<file path="config.mk">
export PLATFORM = sky130hd
export DESIGN_NAME = keypad_entry_segment_display_top
export DESIGN_NICKNAME = d
export VERILOG_FILES = /design/src/kesd_pkg.sv /design/src/kesd_update.sv /design/src/keypad_entry_segment_display_top.sv
export SDC_FILE = /design/constraint.sdc
export NUM_CORES = 1
export LEC_CHECK = 0
export BUFFER_PORTS_ARGS = -buffer_cell sky130_fd_sc_hd__buf_2
export CAP_MARGIN = 20
export CORE_MARGIN = 1
export CORE_UTILIZATION = 65
export CTS_CLUSTER_SIZE = 30
export DETAILED_ROUTE_END_ITERATION = 16
export HOLD_SLACK_MARGIN = 0.03
export PLACE_DENSITY = 0.86
export SYNTH_ARGS = -nofsm -noshare
export SYNTH_HDL_FRONTEND = slang
export SYNTH_SLANG_ARGS = --single-unit
</file>
<file path="constraint.sdc">
create_clock -name clk -period 12.4 [get_ports clk]
set_clock_uncertainty 0.05 [all_clocks]
set_input_delay 0.62 -clock clk [delete_from_list [all_inputs] [get_ports clk]]
set_output_delay 0.62 -clock clk [all_outputs]
set_load 0.02 [all_outputs]
</file>
<file path="src/kesd_pkg.sv">
// shared types, command codes and segment patterns for the keypad entry display
`timescale 1ns / 1ps

package kesd_pkg;

    // command codes
    localparam logic [1:0] CmdScan  = 2'd0;
    localparam logic [1:0] CmdKey   = 2'd1;
    localparam logic [1:0] CmdClear = 2'd2;

    // number of decimal digits held in the entry value
    localparam int ValueDigits = 4;

    // key codes at or above this are operator keys
    localparam logic [3:0] FirstOperatorKey = 4'd10;

    localparam logic [7:0] SegmentsOff = 8'hFF;
    localparam logic [3:0] EnablesOff  = 4'hF;

    typedef logic [3:0] bcd_digit_t;

    typedef struct packed {
        logic [1:0] command;
        logic [3:0] key_code;
    } kesd_in_t;

    typedef struct packed {
        logic [7:0]  segments;
        logic [3:0]  digit_enables_n;
        logic        entry_pulse;
        logic [13:0] shown_value;
    } kesd_out_t;

    // entry value as bcd digits plus the held display drive
    typedef struct packed {
        bcd_digit_t [ValueDigits-1:0] bcd;
        logic [7:0]                   segs;
        logic [3:0]                   ens;
    } kesd_disp_t;

    // seven-segment pattern, bit0 is segment a, lit segment is 1
    function automatic logic [7:0] seg_pattern(input bcd_digit_t digit);
        logic [7:0] pat;
        case (digit)
            4'd0:    pat = 8'h3F;
            4'd1:    pat = 8'h06;
            4'd2:    pat = 8'h5B;
            4'd3:    pat = 8'h4F;
            4'd4:    pat = 8'h66;
            4'd5:    pat = 8'h6D;
            4'd6:    pat = 8'h7D;
            4'd7:    pat = 8'h07;
            4'd8:    pat = 8'h7F;
            4'd9:    pat = 8'h6F;
            default: pat = 8'h3F;
        endcase
        return pat;
    endfunction

endpackage

</file>
<file path="src/kesd_update.sv">
// next-state and result logic for one item of the keypad entry display
`timescale 1ns / 1ps

module kesd_update
    import kesd_pkg::*;
#(
    parameter int DIGITS = 4
)
(
    input  kesd_in_t                                    item,
    input  kesd_disp_t                                  disp,
    input  logic [((DIGITS > 1) ? $clog2(DIGITS) : 1)-1:0] pos,
    output kesd_disp_t                                  disp_next,
    output logic [((DIGITS > 1) ? $clog2(DIGITS) : 1)-1:0] pos_next,
    output kesd_out_t                                   result
);

    localparam int PosW = (DIGITS > 1) ? $clog2(DIGITS) : 1;

    bcd_digit_t scan_digit;
    logic [3:0] scan_ens;
    logic       pulse;

    // digit at the scan position, zero past the stored digits
    always_comb
    begin
        scan_digit = '0;
        scan_ens   = EnablesOff;
        for (int i = 0; i < ValueDigits; i++)
        begin
            if (32'(pos) == i)
            begin
                scan_digit  = disp.bcd[i];
                scan_ens[i] = 1'b0;
            end
        end
    end

    always_comb
    begin
        disp_next = disp;
        pos_next  = pos;
        pulse     = 1'b0;
        case (item.command)
            CmdScan:
            begin
                disp_next.segs = seg_pattern(scan_digit);
                disp_next.ens  = scan_ens;
                if (pos == PosW'(DIGITS - 1))
                    pos_next = '0;
                else
                    pos_next = pos + PosW'(1);
            end
            CmdKey:
            begin
                pulse = 1'b1;
                if (item.key_code < FirstOperatorKey)
                    disp_next.bcd = {disp.bcd[2:0], item.key_code};
                else
                    disp_next.bcd = {disp.bcd[1:0], 4'd1,
                                     4'(item.key_code - FirstOperatorKey)};
            end
            CmdClear:
            begin
                disp_next.bcd = '0;
            end
            default:
            begin
                disp_next = disp;
            end
        endcase
    end

    always_comb
    begin
        result.segments        = disp_next.segs;
        result.digit_enables_n = disp_next.ens;
        result.entry_pulse     = pulse;
        result.shown_value     = 14'(disp_next.bcd[3]) * 14'd1000
                               + 14'(disp_next.bcd[2]) * 14'd100
                               + 14'(disp_next.bcd[1]) * 14'd10
                               + 14'(disp_next.bcd[0]);
    end

endmodule

</file>
<file path="src/keypad_entry_segment_display_top.sv">
// top level of the keypad entry value with multiplexed seven-segment drive
`timescale 1ns / 1ps
// an accepted item passes the item register and then the result register on its way out
// throughput: one item per cycle, both sides may stall independently
// the value is kept as four bcd digits so no divider is needed for the scan
// reset: value 0, scan position 0, segments all ones, enables all off
// reset also empties the item and result registers

module keypad_entry_segment_display_top
    import kesd_pkg::*;
#(
    parameter int DIGITS = 4
)
(
    input  logic      clk,
    input  logic      rst_n,
    input  logic      item_valid,
    output logic      item_ready,
    input  kesd_in_t  item,
    output logic      result_valid,
    input  logic      result_ready,
    output kesd_out_t result
);

    localparam int PosW = (DIGITS > 1) ? $clog2(DIGITS) : 1;

    // item stage
    logic       item_valid_reg;
    kesd_in_t   item_reg;

    // result stage
    logic       result_valid_reg;
    kesd_out_t  result_reg;
    kesd_out_t  result_next;

    // block state: bcd value, held display drive, scan position
    kesd_disp_t      disp_reg;
    kesd_disp_t      disp_next;
    logic [PosW-1:0] pos_reg;
    logic [PosW-1:0] pos_next;

    logic result_load;
    logic advance;

    // result register frees up when empty or being taken
    assign result_load = !result_valid_reg || result_ready;
    // item moves on into the result register, state updates with it
    assign advance     = item_valid_reg && result_load;
    assign item_ready  = !item_valid_reg || result_load;

    kesd_update #(
        .DIGITS (DIGITS)
    ) u_update (
        .item      (item_reg),
        .disp      (disp_reg),
        .pos       (pos_reg),
        .disp_next (disp_next),
        .pos_next  (pos_next),
        .result    (result_next)
    );

    // control and state
    always_ff @(posedge clk or negedge rst_n)
    begin
        if (!rst_n)
        begin
            item_valid_reg   <= 1'b0;
            result_valid_reg <= 1'b0;
            disp_reg.bcd     <= '0;
            disp_reg.segs    <= SegmentsOff;
            disp_reg.ens     <= EnablesOff;
            pos_reg          <= '0;
        end
        else
        begin
            if (item_ready)
                item_valid_reg <= item_valid;
            if (result_load)
                result_valid_reg <= item_valid_reg;
            if (advance)
            begin
                disp_reg <= disp_next;
                pos_reg  <= pos_next;
            end
        end
    end

    // payload registers, no reset needed
    always_ff @(posedge clk)
    begin
        if (item_valid && item_ready)
            item_reg <= item;
        if (advance)
            result_reg <= result_next;
    end

    assign result_valid = result_valid_reg;
    assign result       = result_reg;

endmodule

</file>
==> reports/qor_table.md <==
| Stage | Metric | Reported |
|---|---|---|
| worst setup path | Kind of critical path | flop to flop |
| floorplan | Die H | 86.41 um |
| floorplan | Area of the placeable core | 6832 um^2 |
| sta | Setup TNS | 0 ns |
| yosys | Library cells used by synthesis | 45 |
| global route | Final global-route overflow total | 0 |
| layout | Footprint of the flip-flops and latches | 1807 um^2 |
| clocking | Number of clock sinks seen by CTS | 65 |
| clocking | Cell chosen for the clock root | clkbuf_8 |
| yosys | Leading cell type by number of instances after synthesis | ha_1 |
| sta | Final setup vio count | 0 |
| clocking | Number of post-CTS setup repair buffers | 0 |
| yosys | Count of flip-flops with a built-in enable after synthesis | 33 |
| routing | Router iterations before antenna repair | 5 |
| clocking | Source-to-sink clock delay at the later pin of the worst-skew pair | 0.35 ns |
| layout | Flip-flop count of the largest register, all copies and words added | 28 |
| sta | Measured slew at the worst slew-check pin | 0.7277 ns |
| global route | Number of antenna violations at the first check in global routing | 0 |
| floorplan | Die Outline Area | 7466 um^2 |
| clocking | Worst-case clock buffer depth | 2 |
| routing | Wire per inst | 15.95 um |
| yosys | Number of synthesized register bits | 65 |
| worst setup path | Type of origin of the critical path | flop |
| worst setup path | CP Data Required Time | 12.45 ns |
| placement | HPWL reported at the end of detailed placement | 6.994 mm |
| status | Result of the run | finished, final reports clean |
| routing | Total DRC errors in the routed layout | 0 |
| sta | Setup repair after global routing missed its margin | false |
| worst setup path | Category of the worst setup path capture point | flop |
| worst setup path | Critical Path Most Common Cell | ha_1 |
| sta | Hold_ws | 0.2801 ns |
| yosys | Post-synth ARST share | 49.23% |
| yosys | Most instantiated cells after synthesis | ha_1 (65), inv_1 (56), nand2_1 (35) |
| global route | Total routing resource utilization after global routing | 27.39% |
| clocking | Clock-pin slew on the worst setup and hold paths | 0.08 ns |
| layout | Total Nets Final | 577 |
| clocking | Number of gates resized after CTS | 0 |
| yosys | Yosys warning total | 0 |
| yosys | Seq/Total Area, Yosys | 39.02% |
| global route | Pin count of the biggest net entering global routing | 46 |
| worst setup path | Critical Path Max Stage Delay | 0.52 ns |
| yosys | Library cell with the largest summed area after synthesis | edfxtp_1 |
| floorplan | Number of placed I/O pins | 39 |
| worst setup path | Highest-delay cell along the critical path | fa_1 |
| layout | Total area of multi-input combinational cells | 2566 um^2 |
| worst setup path | Sequence of cells on the critical path | inv_1, ha_1, clkinv_1, a21oi_1, inv_1, ha_1, fa_1, fa_1, a21o_1, a21oi_1, xor2_1, ha_1, ha_1, ha_1, nor4_1, a21oi_1, a31oi_1, xnor2_1 |
| layout | Antenna Diode Count | 0 |
| routing | Average vias per placed instance | 5.640 |
| worst setup path | Crit Reg-Reg Endpoint | result[13]$_DFFE_PP_ |
| yosys | Syn_nets | 537 |
| flow run | Maximum Capacitance Violations | 0 |
| floorplan | Die Width | 86.41 um |
| floorplan | Starting density of the core | 67.78% |
| sta | Min Tclk post-route | 5.685 ns |
| worst setup path | WP data arrival | 5.74 ns |
| power | Maximum VDD drop | 67.71 uV |
| placement | Placed standard-cell area | 4912 um^2 |
| routing | Overall via count from detail_route | 3305 |
| yosys | Area fraction of the dominant cell type after synthesis | 21.40% |
| clocking | H-tree lvl count | 3 |
| sta | Fin. Hold Viols | 0 |
| placement | Input/output buffers | 38 |
| yosys | Post-Syn Instances | 445 |
| sta | Worst slew margin | 51.48% |
| yosys | Top area cells in the synthesized netlist | edfxtp_1 (21%), ha_1 (18%), dfrtp_1 (11%), fa_1 (7.3%), dfstp_2 (6.8%) |
| global route | Via count of the first global-routing pass | 3277 |
| clocking | Number of hold buffers added after cts | 0 |
| worst setup path | Startpoint of the worst register-to-register path | item_reg[4]$_DFFE_PP_ |
| sta | Fin. max-slew vios | 0 |
| sta | Fmax | 175.9 MHz |
| sta | Part of the cycle the worst path needs | 45.85% |
| layout | Area added between synthesis and finish | 10.62% |
| global route | Global-route wire length before repair | 15.55 mm |
| min path | Path class of the lowest-slack min-delay path | input pin to asynchronous set/reset pin |
| worst setup path | Register-to-Register Path Depth | 18 |
| placement | Weighted congestion at the end of routability-driven global placement | 0.9317 |
| power | Leak | 2.623 nW |
| power | Power density over the cells | 147.6 nW/um^2 |
| clocking | Clock tree from TritonCTS | yes |
| yosys | Avg Inst Size Synth | 10.41 um^2 |
| worst setup path | R2R setup slack | 6.72 ns |
| yosys | Post-synth top flop | edfxtp_1 |
| routing | DRC violation total after the first TritonRoute iteration | 200 |
| layout | Number of filler instances in the final layout | 462 |
| routing | Final wirelength | 9.346 mm |
| worst setup path | Critical path fanouts, max | 15 |
| layout | Layout cells sized above 1 | 16.53% |
| clocking | Number of CTS-inserted buffers | 9 |
| floorplan | Row Count | 30 |
| layout | Final instance area | 5122 um^2 |
| yosys | Cell area after technology mapping | 4631 um^2 |
| routing | Post-detailed-route count of antenna-violating nets | 0 |
==> worst max path at each step <==
stage	start	end	slack (ns)	cells after the start
3_3_place_gp	item_reg[2]$_DFFE_PP_	result[13]$_DFFE_PP_	6.96	18
6_report	item_reg[4]$_DFFE_PP_	result[13]$_DFFE_PP_	6.72	18
5_1_grt	item_reg[4]$_DFFE_PP_	result[13]$_DFFE_PP_	6.22	19
2_1_floorplan	item_reg[4]$_DFFE_PP_	result[13]$_DFFE_PP_	7.26	20
4_1_cts	item_reg[4]$_DFFE_PP_	result[13]$_DFFE_PP_	6.75	18
3_5_place_dp	item_reg[4]$_DFFE_PP_	result[13]$_DFFE_PP_	6.75	18
==> per-layer routing <==
metal | GRT usage [%] | wire length [um] | part of all wire [%]
met1 | 36.34 | 4076 | 44
met2 | 43.58 | 4481 | 48
met3 | 6.190 | 485 | 5.2
met4 | 11.52 | 303 | 3.2
met5 | 0 | 0 | 0
==> power by group <==
group	internal [mW]	switching [mW]	leakage (nW)
clock network	0.112	0.0836	0.108
registers	0.286	0.0196	0.714
logic	0.0998	0.155	1.80
==> cells in the final DEF, fill, tap and decap left out, drive strengths merged, types with 13 or more instances in the layout <==
master,n
a21oi,32
buf,40
dfrtp,20
edfxtp,33
fa,17
ha,65
inv,56
nand2,35
nor2,23
o21ai,32
xnor2,13
==> cells by family after synthesis <==
logic type,share of synthesized area [%]
adder cells (fa/ha/maj),24.91
flip-flops,39.02
AND/OR/NAND/NOR,9.862
AO/OA/AOI/OAI,13.13
buffers and inverters,5.566
XOR/XNOR,3.404
multiplexers,4.107
==> per-stage QoR <==
stage | total power [mW] | instances | worst slack, ns | util, %
after floorplan | 0.4955 | 445 | 7.260 | -
after global placement | 0.5439 | 570 | 6.961 | 71.90
after detailed placement | 0.5588 | 570 | 6.752 | 71.90
after CTS | 0.7581 | 586 | 6.746 | 74.98
after global routing | 0.8013 | 586 | 6.220 | 74.98
final | 0.7561 | 586 | 6.715 | 74.98
==> critical path, delay by kind of cell (launching register included) <==
kind / cells / cell delay, ns
simple gates: 1 / 0.28
buf+inv: 3 / 0.58
compound gates: 5 / 1.27
fa+ha+maj: 7 / 2.64
flops: 1 / 0.35
xor+xnor: 2 / 0.27
==> layout make-up <==
cell class / instances / share of cell area, %
clock inverters: 6 / 1.612
flip-flops and latches: 65 / 35.27
repair buffers: 40 / 4.006
multi-input cells: 312 / 50.10
well taps: 96 / 2.345
clock buffers: 10 / 2.491
inverters: 57 / 4.177
(Power assumes the default switching activity.)
